[config.mk]
export PLATFORM = sky130hd
export DESIGN_NAME = grouped_softmax_silu_gate
export DESIGN_NICKNAME = d
export VERILOG_FILES = /design/src/design/gssg_pkg.sv /design/src/design/grouped_softmax_silu_gate.sv /design/src/design/gssg_div.sv /design/src/design/gssg_front.sv /design/src/design/gssg_queue.sv /design/src/design/gssg_back.sv
export VERILOG_INCLUDE_DIRS = /design/src /design/src/design
export SDC_FILE = /design/constraint.sdc
export NUM_CORES = 2
export LEC_CHECK = 0
export BUFFER_PORTS_ARGS = -buffer_cell sky130_fd_sc_hd__buf_4
export CAP_MARGIN = 20
export CORE_MARGIN = 3
export CORE_UTILIZATION = 43
export CTS_BUF_LIST = sky130_fd_sc_hd__clkbuf_2 sky130_fd_sc_hd__clkbuf_4 sky130_fd_sc_hd__clkbuf_8
export DETAILED_ROUTE_END_ITERATION = 16
export MAX_ROUTING_LAYER = met4
export PLACE_DENSITY = 0.68
export SETUP_SLACK_MARGIN = 0.15
export SLEW_MARGIN = 20
export SYNTH_ARGS = -nofsm -noshare
export SYNTH_HDL_FRONTEND = slang
export SYNTH_HIERARCHICAL = 1
export SYNTH_SLANG_ARGS = --single-unit
[constraint.sdc]
create_clock -name clk_i -period 8.9 [get_ports clk_i]
set_clock_uncertainty 0.05 [all_clocks]
set_input_delay 1.78 -clock clk_i [delete_from_list [all_inputs] [get_ports clk_i]]
set_output_delay 1.78 -clock clk_i [all_outputs]
set_load 0.02 [all_outputs]
[src/design/grouped_softmax_silu_gate_defines.svh]
// Assertion macros for the top-level design file
`ifndef GROUPED_SOFTMAX_SILU_GATE_DEFINES_SVH
`define GROUPED_SOFTMAX_SILU_GATE_DEFINES_SVH

// same-cycle implication, sampled on clk_i, off during reset
`define GSSG_ASSERT_NOW(name, pre, post) \
  name: assert property (@(posedge clk_i) disable iff (!rst_ni) (pre) |-> (post)) \
    else $error("check failed");

// next-cycle implication
`define GSSG_ASSERT_NEXT(name, pre, post) \
  name: assert property (@(posedge clk_i) disable iff (!rst_ni) (pre) |=> (post)) \
    else $error("check failed");

`endif

[src/design/gssg_pkg.sv]
package gssg_pkg;

  localparam int GROUP_MAX_DEF = 64;
  // log2(e) in Q16
  localparam logic [16:0] LOG2E_Q16 = 17'd94548;
  // quotient bits of the fractional divider (result up to 2^16)
  localparam int DIV_STEPS = 17;

  // 2^(-k/16) in Q16, k = 0..16
  function automatic logic [16:0] pow2_q16(input logic [4:0] idx);
    logic [16:0] v;
    case (idx)
      5'd0:    v = 17'd65536;
      5'd1:    v = 17'd62757;
      5'd2:    v = 17'd60097;
      5'd3:    v = 17'd57549;
      5'd4:    v = 17'd55109;
      5'd5:    v = 17'd52773;
      5'd6:    v = 17'd50535;
      5'd7:    v = 17'd48393;
      5'd8:    v = 17'd46341;
      5'd9:    v = 17'd44376;
      5'd10:   v = 17'd42495;
      5'd11:   v = 17'd40693;
      5'd12:   v = 17'd38968;
      5'd13:   v = 17'd37316;
      5'd14:   v = 17'd35734;
      5'd15:   v = 17'd34219;
      5'd16:   v = 17'd32768;
      default: v = 17'd0;
    endcase
    return v;
  endfunction

endpackage

[src/design/grouped_softmax_silu_gate.sv]
// Elements load one per cycle when ready; the last of a group hands it to the normalizer.
// Normalizer: an exp sum pass over the group's elements, then one result per element,
// formed by two 17-step serial divisions and the shared exp sequence.
// Input stalls from the last element of a group until the group's last result is formed.
// Async reset (rst_ni low) empties the queue, clears count and overflow; max to -32768.
module grouped_softmax_silu_gate #(
  parameter int GROUP_MAX = gssg_pkg::GROUP_MAX_DEF
) (
  input  logic        clk_i,
  input  logic        rst_ni,
  input  logic        s_axis_tvalid,
  output logic        s_axis_tready,
  input  logic [31:0] s_axis_tdata,  // [15:0] hidden_value, [31:16] gate_value
  input  logic        s_axis_tlast,  // last_of_group
  output logic        m_axis_tvalid,
  input  logic        m_axis_tready,
  output logic [31:0] m_axis_tdata,  // [15:0] product_value, [31:16] share_value
  output logic        m_axis_tlast,  // last_of_run
  output logic        m_axis_tuser   // group_overflow
);

  `include "grouped_softmax_silu_gate_defines.svh"

  localparam int AW     = (GROUP_MAX > 1) ? $clog2(GROUP_MAX) : 1;
  localparam int CW     = $clog2(GROUP_MAX + 1);
  localparam int DESC_W = CW + 17;

  logic              desc_push, desc_full, desc_pop, desc_valid;
  logic [DESC_W-1:0] desc_in, desc_out;
  logic              group_done, front_hold;
  logic [AW-1:0]     rd_addr;
  logic [31:0]       rd_data;

  gssg_front #(.GROUP_MAX(GROUP_MAX), .AW(AW), .CW(CW), .DESC_W(DESC_W)) u_front (
    .clk_i        (clk_i),
    .rst_ni       (rst_ni),
    .in_valid_i   (s_axis_tvalid),
    .in_ready_o   (s_axis_tready),
    .hidden_i     (s_axis_tdata[15:0]),
    .gate_i       (s_axis_tdata[31:16]),
    .last_i       (s_axis_tlast),
    .desc_push_o  (desc_push),
    .desc_o       (desc_in),
    .desc_full_i  (desc_full),
    .group_done_i (group_done),
    .hold_o       (front_hold),
    .rd_addr_i    (rd_addr),
    .rd_data_o    (rd_data)
  );

  gssg_queue #(.W(DESC_W)) u_queue (
    .clk_i   (clk_i),
    .rst_ni  (rst_ni),
    .push_i  (desc_push),
    .data_i  (desc_in),
    .full_o  (desc_full),
    .pop_i   (desc_pop),
    .valid_o (desc_valid),
    .data_o  (desc_out)
  );

  gssg_back #(.GROUP_MAX(GROUP_MAX), .AW(AW), .CW(CW), .DESC_W(DESC_W)) u_back (
    .clk_i        (clk_i),
    .rst_ni       (rst_ni),
    .desc_valid_i (desc_valid),
    .desc_i       (desc_out),
    .desc_pop_o   (desc_pop),
    .group_done_o (group_done),
    .rd_addr_o    (rd_addr),
    .rd_data_i    (rd_data),
    .out_valid_o  (m_axis_tvalid),
    .out_ready_i  (m_axis_tready),
    .product_o    (m_axis_tdata[15:0]),
    .share_o      (m_axis_tdata[31:16]),
    .last_o       (m_axis_tlast),
    .overflow_o   (m_axis_tuser)
  );

  `GSSG_ASSERT_NOW(a_queue_no_overrun, desc_push, !desc_full)
  `GSSG_ASSERT_NOW(a_hold_blocks_input, front_hold, !s_axis_tready)
  `GSSG_ASSERT_NEXT(a_done_releases_front, group_done, !front_hold)

endmodule

[src/design/gssg_div.sv]
// Restoring divider: q = floor(x * 2^16 / d), for x <= d, one quotient bit per cycle
module gssg_div #(
  parameter int DW = 23
) (
  input  logic          clk_i,
  input  logic          rst_ni,
  input  logic          start_i,
  input  logic [DW-1:0] x_i,
  input  logic [DW-1:0] d_i,
  output logic          done_o,
  output logic [16:0]   q_o
);

  localparam int SW = $clog2(gssg_pkg::DIV_STEPS);

  logic [DW:0]   rem_q;
  logic [DW-1:0] d_q;
  logic [16:0]   q_q;
  logic [SW-1:0] step_q;
  logic          busy_q, done_q;
  logic          ge;
  logic [DW:0]   rem_n;

  assign ge    = rem_q >= {1'b0, d_q};
  assign rem_n = ge ? rem_q - {1'b0, d_q} : rem_q;

  always_ff @(posedge clk_i or negedge rst_ni) begin
    if (!rst_ni) begin
      busy_q <= 1'b0;
      done_q <= 1'b0;
      step_q <= '0;
    end else if (start_i) begin
      busy_q <= 1'b1;
      done_q <= 1'b0;
      step_q <= '0;
    end else if (busy_q) begin
      step_q <= step_q + 1'b1;
      if (step_q == SW'(gssg_pkg::DIV_STEPS - 1)) begin
        busy_q <= 1'b0;
        done_q <= 1'b1;
      end
    end else begin
      done_q <= 1'b0;
    end
  end

  always_ff @(posedge clk_i) begin
    if (start_i) begin
      rem_q <= {1'b0, x_i};
      d_q   <= d_i;
      q_q   <= '0;
    end else if (busy_q) begin
      rem_q <= {rem_n[DW-1:0], 1'b0};
      q_q   <= {q_q[15:0], ge};
    end
  end

  assign done_o = done_q;
  assign q_o    = q_q;

endmodule

[src/design/gssg_front.sv]
// Loads one group: element store, running max, count, overflow flag
module gssg_front #(
  parameter int GROUP_MAX = gssg_pkg::GROUP_MAX_DEF,
  parameter int AW        = (GROUP_MAX > 1) ? $clog2(GROUP_MAX) : 1,
  parameter int CW        = $clog2(GROUP_MAX + 1),
  parameter int DESC_W    = CW + 17
) (
  input  logic              clk_i,
  input  logic              rst_ni,
  input  logic              in_valid_i,
  output logic              in_ready_o,
  input  logic [15:0]       hidden_i,
  input  logic [15:0]       gate_i,
  input  logic              last_i,
  output logic              desc_push_o,
  output logic [DESC_W-1:0] desc_o,     // {overflow, max, count}
  input  logic              desc_full_i,
  input  logic              group_done_i,
  output logic              hold_o,
  input  logic [AW-1:0]     rd_addr_i,
  output logic [31:0]       rd_data_o   // {gate, hidden}
);

  logic [31:0]        mem [GROUP_MAX];
  logic [31:0]        rd_data_q;
  logic [CW-1:0]      cnt_q, cnt_d;
  logic signed [15:0] max_q, max_d;
  logic               ovf_q, ovf_d;
  logic               hold_q;
  logic               accept, full;

  assign in_ready_o = !hold_q && !desc_full_i;
  assign accept     = in_valid_i && in_ready_o;
  assign full       = cnt_q == CW'(GROUP_MAX);

  always_comb begin
    cnt_d = cnt_q;
    max_d = max_q;
    ovf_d = ovf_q;
    if (full) begin
      ovf_d = 1'b1;
    end else begin
      cnt_d = cnt_q + 1'b1;
      if ($signed(hidden_i) > max_q) max_d = $signed(hidden_i);
    end
  end

  assign desc_push_o = accept && last_i;
  assign desc_o      = {ovf_d, max_d, cnt_d};

  always_ff @(posedge clk_i or negedge rst_ni) begin
    if (!rst_ni) begin
      cnt_q  <= '0;
      max_q  <= 16'sh8000;
      ovf_q  <= 1'b0;
      hold_q <= 1'b0;
    end else begin
      if (accept) begin
        if (last_i) begin
          cnt_q  <= '0;
          max_q  <= 16'sh8000;
          ovf_q  <= 1'b0;
          hold_q <= 1'b1;
        end else begin
          cnt_q <= cnt_d;
          max_q <= max_d;
          ovf_q <= ovf_d;
        end
      end else if (group_done_i) begin
        hold_q <= 1'b0;
      end
    end
  end

  always_ff @(posedge clk_i) begin
    if (accept && !full) mem[cnt_q[AW-1:0]] <= {gate_i, hidden_i};
    rd_data_q <= mem[rd_addr_i];
  end

  assign rd_data_o = rd_data_q;
  assign hold_o    = hold_q;

endmodule

[src/design/gssg_queue.sv]
// Two-entry queue of group descriptors
module gssg_queue #(
  parameter int W = 24
) (
  input  logic         clk_i,
  input  logic         rst_ni,
  input  logic         push_i,
  input  logic [W-1:0] data_i,
  output logic         full_o,
  input  logic         pop_i,
  output logic         valid_o,
  output logic [W-1:0] data_o
);

  logic [W-1:0] slot_q [2];
  logic         wr_q, rd_q;
  logic [1:0]   fill_q;

  always_ff @(posedge clk_i or negedge rst_ni) begin
    if (!rst_ni) begin
      wr_q   <= 1'b0;
      rd_q   <= 1'b0;
      fill_q <= '0;
    end else begin
      if (push_i) wr_q <= !wr_q;
      if (pop_i)  rd_q <= !rd_q;
      fill_q <= fill_q + {1'b0, push_i} - {1'b0, pop_i};
    end
  end

  always_ff @(posedge clk_i) begin
    if (push_i) slot_q[wr_q] <= data_i;
  end

  assign full_o  = fill_q == 2'd2;
  assign valid_o = fill_q != 2'd0;
  assign data_o  = slot_q[rd_q];

endmodule

[src/design/gssg_back.sv]
// Normalizes one stored group: exp sum pass, then per element share, sigmoid and product
module gssg_back #(
  parameter int GROUP_MAX = gssg_pkg::GROUP_MAX_DEF,
  parameter int AW        = (GROUP_MAX > 1) ? $clog2(GROUP_MAX) : 1,
  parameter int CW        = $clog2(GROUP_MAX + 1),
  parameter int DESC_W    = CW + 17,
  parameter int SUM_W     = 17 + $clog2(GROUP_MAX),
  parameter int DW        = (SUM_W > 18) ? SUM_W : 18
) (
  input  logic              clk_i,
  input  logic              rst_ni,
  input  logic              desc_valid_i,
  input  logic [DESC_W-1:0] desc_i,
  output logic              desc_pop_o,
  output logic              group_done_o,
  output logic [AW-1:0]     rd_addr_o,
  input  logic [31:0]       rd_data_i,
  output logic              out_valid_o,
  input  logic              out_ready_i,
  output logic [15:0]       product_o,
  output logic [15:0]       share_o,
  output logic              last_o,
  output logic              overflow_o
);

  typedef enum logic [3:0] {
    S_IDLE, S_RD, S_LATCH, S_EXP1, S_EXP2, S_EXP3, S_AFTER,
    S_DIV_SHARE, S_DIV_SIG, S_MUL1, S_MUL2, S_OUT
  } state_e;

  state_e             state_q;
  logic [CW-1:0]      cnt_q, k_q;
  logic signed [15:0] max_q;
  logic               ovf_q, pass_q, gate_q;
  logic [SUM_W-1:0]   sum_q;
  logic signed [15:0] g_q;
  logic [15:0]        m_q, a_q;
  logic [16:0]        t_q, pi_q, e_q, ek_q, eg_q, share_q, sig_q;
  logic [4:0]         n_q;
  logic [11:0]        dr_q;
  logic [32:0]        p1_q;
  logic [49:0]        p2_q;
  logic               last_k;

  logic               div_start, div_done;
  logic [DW-1:0]      div_x, div_d;
  logic [16:0]        div_q;

  logic [16:0]        lat_diff;
  logic [16:0]        abs_g;
  logic [32:0]        t_full;
  logic [16:0]        p_lo, p_hi, v;
  logic [19:0]        dr_full;
  logic [17:0]        mag;
  logic               out_free;
  logic               out_set;
  logic [15:0]        prod_sat;

  assign last_k   = k_q == cnt_q - 1'b1;
  assign out_free = !out_valid_o || out_ready_i;
  assign out_set  = state_q == S_OUT && out_free;

  assign lat_diff = 17'($signed(max_q) - $signed(rd_data_i[15:0]));
  assign abs_g    = rd_data_i[31] ? 17'(-$signed({rd_data_i[31], rd_data_i[31:16]}))
                                  : {1'b0, rd_data_i[31:16]};
  assign t_full   = {17'd0, m_q} * {16'd0, gssg_pkg::LOG2E_Q16};
  assign p_lo     = gssg_pkg::pow2_q16({1'b0, t_q[11:8]});
  assign p_hi     = gssg_pkg::pow2_q16({1'b0, t_q[11:8]} + 5'd1);
  assign dr_full  = 20'(p_lo - p_hi) * {12'd0, t_q[7:0]};
  assign v        = pi_q - {5'd0, dr_q};

  assign mag = p2_q[49:32];
  always_comb begin
    if (g_q < 0) begin
      prod_sat = (mag > 18'd32768) ? 16'h8000 : 16'(-mag);
    end else begin
      prod_sat = (mag > 18'd32767) ? 16'h7FFF : mag[15:0];
    end
  end

  always_comb begin
    div_start = 1'b0;
    div_x     = DW'(ek_q);
    div_d     = DW'(sum_q);
    if (state_q == S_AFTER && pass_q && gate_q) begin
      div_start = 1'b1;
    end else if (state_q == S_DIV_SHARE && div_done) begin
      div_start = 1'b1;
      div_x     = g_q < 0 ? DW'(eg_q) : DW'(18'd65536);
      div_d     = DW'(18'd65536 + {1'b0, eg_q});
    end
  end

  gssg_div #(.DW(DW)) u_div (
    .clk_i   (clk_i),
    .rst_ni  (rst_ni),
    .start_i (div_start),
    .x_i     (div_x),
    .d_i     (div_d),
    .done_o  (div_done),
    .q_o     (div_q)
  );

  assign desc_pop_o = state_q == S_IDLE && desc_valid_i;
  assign rd_addr_o  = k_q[AW-1:0];

  always_ff @(posedge clk_i or negedge rst_ni) begin
    if (!rst_ni) begin
      state_q      <= S_IDLE;
      out_valid_o  <= 1'b0;
      group_done_o <= 1'b0;
      pass_q       <= 1'b0;
      gate_q       <= 1'b0;
      k_q          <= '0;
    end else begin
      group_done_o <= out_set && last_k;
      if (out_set) begin
        out_valid_o <= 1'b1;
      end else if (out_ready_i) begin
        out_valid_o <= 1'b0;
      end
      case (state_q)
        S_IDLE: begin
          if (desc_valid_i) begin
            cnt_q   <= desc_i[CW-1:0];
            max_q   <= desc_i[CW+15:CW];
            ovf_q   <= desc_i[CW+16];
            k_q     <= '0;
            sum_q   <= '0;
            pass_q  <= 1'b0;
            state_q <= S_RD;
          end
        end
        S_RD: state_q <= S_LATCH;
        S_LATCH: begin
          g_q     <= rd_data_i[31:16];
          a_q     <= abs_g[15:0];
          m_q     <= lat_diff[15:0];
          gate_q  <= 1'b0;
          state_q <= S_EXP1;
        end
        S_EXP1: begin
          t_q     <= t_full[32:16];
          state_q <= S_EXP2;
        end
        S_EXP2: begin
          n_q     <= t_q[16:12];
          pi_q    <= p_lo;
          dr_q    <= dr_full[19:8];
          state_q <= S_EXP3;
        end
        S_EXP3: begin
          e_q     <= (n_q >= 5'd17) ? 17'd0 : (v >> n_q);
          state_q <= S_AFTER;
        end
        S_AFTER: begin
          if (!pass_q) begin
            sum_q <= sum_q + SUM_W'(e_q);
            if (last_k) begin
              pass_q <= 1'b1;
              k_q    <= '0;
            end else begin
              k_q <= k_q + 1'b1;
            end
            state_q <= S_RD;
          end else if (!gate_q) begin
            ek_q    <= e_q;
            m_q     <= a_q;
            gate_q  <= 1'b1;
            state_q <= S_EXP1;
          end else begin
            eg_q    <= e_q;
            state_q <= S_DIV_SHARE;
          end
        end
        S_DIV_SHARE: begin
          if (div_done) begin
            share_q <= div_q;
            state_q <= S_DIV_SIG;
          end
        end
        S_DIV_SIG: begin
          if (div_done) begin
            sig_q   <= div_q;
            state_q <= S_MUL1;
          end
        end
        S_MUL1: begin
          p1_q    <= {17'd0, a_q} * {16'd0, sig_q};
          state_q <= S_MUL2;
        end
        S_MUL2: begin
          p2_q    <= {17'd0, p1_q} * {33'd0, share_q};
          state_q <= S_OUT;
        end
        S_OUT: begin
          if (out_free) begin
            product_o   <= prod_sat;
            share_o     <= share_q[16] ? 16'hFFFF : share_q[15:0];
            last_o      <= last_k;
            overflow_o  <= ovf_q;
            if (last_k) begin
              state_q <= S_IDLE;
            end else begin
              k_q     <= k_q + 1'b1;
              state_q <= S_RD;
            end
          end
        end
        default: state_q <= S_IDLE;
      endcase
    end
  end

endmodule
==> results.md <==
- Status: finished, final reports clean
- Post-synthesis compound-gate area fraction: 3.32%
- Die Wd: 568 microns
- Routed Antenna Nets: 0
- Global-route wire length before repair: 504 mm
- Syn-to-layout area delta: 10.4%
- Avg Cell Area, Syn: 15.1 sq um
- Crit path max fanout: 8
- Fill count: 26,300
- TritonCTS buffer count: 399
- Async SR Flop Fraction: 1.99%
- Drt pass-1 iters: 7
- Adder-cell share of the synthesized area: 16.8%
- DR DRC count: 0
- Most common flop cell mapped by yosys: edfxtp_1
- Register area: 76,000 sq um
- Number of antenna violations at the first check in global routing: 8
- Aggregate routed wire length: 330 mm
- IO Port Bufs: 72
- Via count: 76,800
- Clk Tree Root Cell: clkbuf_8
- Vias per cell: 5.60
- CP peak stage delay: 520 ps
- Post-route clock period utilization: 94.4%
- Clk sink count: 2,561
- Row cnt: 205
- Number of synthesized register bits: 2,561
- Routability Congestion: 0.890
- Layout Nets: 10,600
- Setup crit start kind: flop
- Leakage: 55.3 nW
- Starting density of the core: 43.4%
- GRT overflow: 0
- Top cell family by delay on the critical path: adder cells
- Boundary Pins: 73
- Worst Setup End Kind: flop
- Multi-input logic area: 54,400 sq um
- Syn Std Cell Area: 136,000 sq um
- Mux share of post-synthesis cell area: 11.6%
- WHS: 367 ps
- H-tree depth: 5
- DIE AREA: 323,000 sq um
- Number of synthesized flops with an enable pin: 2,443
- F_max: 0.119 GHz
- Gate Count Post-Synth: 9,006
- CORE AREA: 313,000 sq um
- Hold Crit Class: reg -> reg
- Part of the Yosys area used for sequential elements: 55.9%
- CP Data Arrival Time: 8970 ps
- Peak supply drop: 0.000171 V
- WP buf/inv: 4
- Total power draw: 24.2 mW
- Synth cell types: 95
- Vias in the first global route: 81,300
- Die H: 568 microns
- Largest net degree at the start of global routing: 112
- Rel. slew slack: 17.9%
- Crit path time final: 8400 ps
- Critical path class: reg -> reg
- P per Cell Area: 162 nW/um^2
- Worst Path Required: 9470 ps
- Max Cap Viol: 0
- Yosys warns: 6
- CP max-delay cell: edfxtp_1
- Post-synthesis simple-gate area fraction: 6.61%
- Largest family of logic cells by synthesized area: adder cells
- Slew @ Worst Pin: 1230 ps
- Final setup viols: 0
- Hpwl dp: 205 mm
- Final hold vios: 0
- RSZ-0062 raised after global routing: no
- XOR/XNOR Fraction of Synth Area: 1.26%
- Worst-path clk slew: 60 ps
- Final slew viol count: 0
- Skew-Pair Late Insertion Delay: 1020 ps
- Max clock buf depth: 4
- Setup TNS Final: 0 ps
- Drt initial violations: 7,609
- Total track usage: 21.2%
- Share of cells above drive strength 1: 18.2%
- Average wire per standard cell: 24.1 microns
- CTS tree: built
[final timing paths]
| kind | startpoint | endpoint | slack, ps | depth (start not counted) |
|---|---|---|---|---|
| min reg2reg | u_back/t_q[12]$_DFFE_PP_ | u_back/n_q[0]$_DFFE_PP_ | 370 | 0 |
| max reg2reg | u_back/t_q[9]$_DFFE_PP_ | u_back/dr_q[11]$_DFFE_PP_ | 500 | 29 |
| min | u_back/t_q[12]$_DFFE_PP_ | u_back/n_q[0]$_DFFE_PP_ | 370 | 0 |
| max in group asynchronous | rst_ni | u_back/k_q[0]$_DFFE_PN0P_ | 6880 | 2 |
| max | u_back/t_q[9]$_DFFE_PP_ | u_back/dr_q[11]$_DFFE_PP_ | 500 | 29 |
| min in group asynchronous | rst_ni | u_back/out_valid_o$_DFFE_PN0P_ | 1070 | 2 |
[cell families after synthesis]
logic type                 count (synthesis)
DFF                                     2561
xor gates and xnor gates                 190
adders and majority gates               1334
other                                      1
and+or+nand+nor                         1915
muxes                                    754
AOI/OAI and AO/OA                        685
buffers and inverters                   1566
[per-stage QoR]
| step | setup slack (ps) | utilization, % | std cells | cell area (sq um) |
|---|---|---|---|---|
| 2_1_floorplan | 943 | - | 9011 | 136000 |
| 3_3_place_gp | 352 | 45.3 | 13000 | 142000 |
| 3_5_place_dp | 409 | 45.3 | 13000 | 142000 |
| 4_1_cts | 379 | 47.9 | 13700 | 150000 |
| 5_1_grt | 130 | 47.9 | 13700 | 150000 |
| 6_report | 503 | 47.9 | 13700 | 150000 |
[cell type report]
| cell class | instances | area share (%) |
|---|---|---|
| diodes | 5 | 0.00834 |
| multi-input cells | 4884 | 36.3 |
| well taps | 4140 | 3.45 |
| clock buffers | 559 | 4.53 |
| flip-flops and latches | 2561 | 50.6 |
| repair buffers | 247 | 1.33 |
| clock inverters | 176 | 0.888 |
| inverters | 1146 | 2.87 |
[Yosys cell counts, drive strengths merged, types with 9 or more instances]
cell type     n  share of area [%]
edfxtp     2443                 54
inv        1145                3.2
nand2       875                2.4
fa          826                 12
mux4        638                 11
ha          508                4.7
and2        325                1.5
clkbuf      311               0.86
nor2        305               0.84
o21ai       164               0.62
a21oi       150               0.56
xnor2       124               0.80
buf         109               0.46
dfxtp        67               0.99
nor3         67               0.25
nor2b        63               0.29
xor2         63               0.41
mux2         62               0.60
a22oi        58               0.32
nand3        58               0.22
mux2i        54               0.40
dfrtp        50               0.92
nand2b       43               0.20
a21o         36               0.20
and3         34               0.16
or3          32               0.16
a211oi       31               0.17
o21a         31               0.17
or2          31               0.14
o211ai       27               0.15
o31ai        26               0.15
nand3b       23               0.13
nand4        22               0.11
a31oi        20              0.092
o311ai       19               0.12
o22ai        15              0.069
a21boi       13              0.072
a211o        11              0.071
nor4          9              0.041
o31a          9              0.058
[worst register-to-register path: cells and delay by family, from the launching register on]
family / cells / cell delay, ps
muxes: 1 / 350
DFF: 1 / 520
adders and majority gates: 8 / 3250
AOI/OAI and AO/OA: 8 / 1750
and+or+nand+nor: 6 / 1240
xor gates and xnor gates: 2 / 550
buffers and inverters: 4 / 450
[repair_timing]
| action | in CTS | in global routing |
|---|---|---|
| hold buffers | 0 | 0 |
| setup buffers | 0 | 8 |
| endpoints found under the setup margin | 0 | 2 |
| resized for setup | 0 | 13 |
[state kept, by name (all words and copies together) (netlist names), 18 cells and up]
signal and cells:
u_back/u_div/d_q 23, u_queue/slot_q 48, u_back/p1_q 33, u_front/rd_data_o 32
u_back/sum_q 23, u_front/mem 2048, u_back/p2_q 18, u_back/u_div/rem_q 24
[routing by layer]
| layer | vias to the layer above | wire [microns] | global-route usage, % |
|---|---|---|---|
| met1 | 40100 | 129000 | 27.1 |
| met5 | - | 0 | - |
| li1 | 32700 | - | - |
| met2 | 3413 | 164000 | 34.7 |
| met4 | 0 | 11800 | 7.23 |
| met3 | 648 | 25400 | 3.08 |
[cell usage in the layout, fill, tap and decap left out, types with 46 or more instances in the layout]
master,count
nand2_1,874
a21oi_1,148
inv_1,1143
nor2_4,65
fa_1,826
a22oi_1,57
nor2_1,238
nand3_1,55
nor2b_1,60
mux4_2,638
dfrtp_1,46
mux2i_1,54
dfxtp_1,67
nor3_1,65
clkinv_1,91
clkbuf_4,143
ha_1,506
xnor2_1,120
o21ai_0,148
clkbuf_8,416
xor2_1,61
and2_1,322
edfxtp_1,2443
buf_4,236
[where the power goes]
| group | switching (mW) | internal [mW] |
|---|---|---|
| Combinational | 0.567 | 0.268 |
| Clock | 4.57 | 5.45 |
| Sequential | 0.0713 | 13.3 |
(Power assumes the default switching activity.)
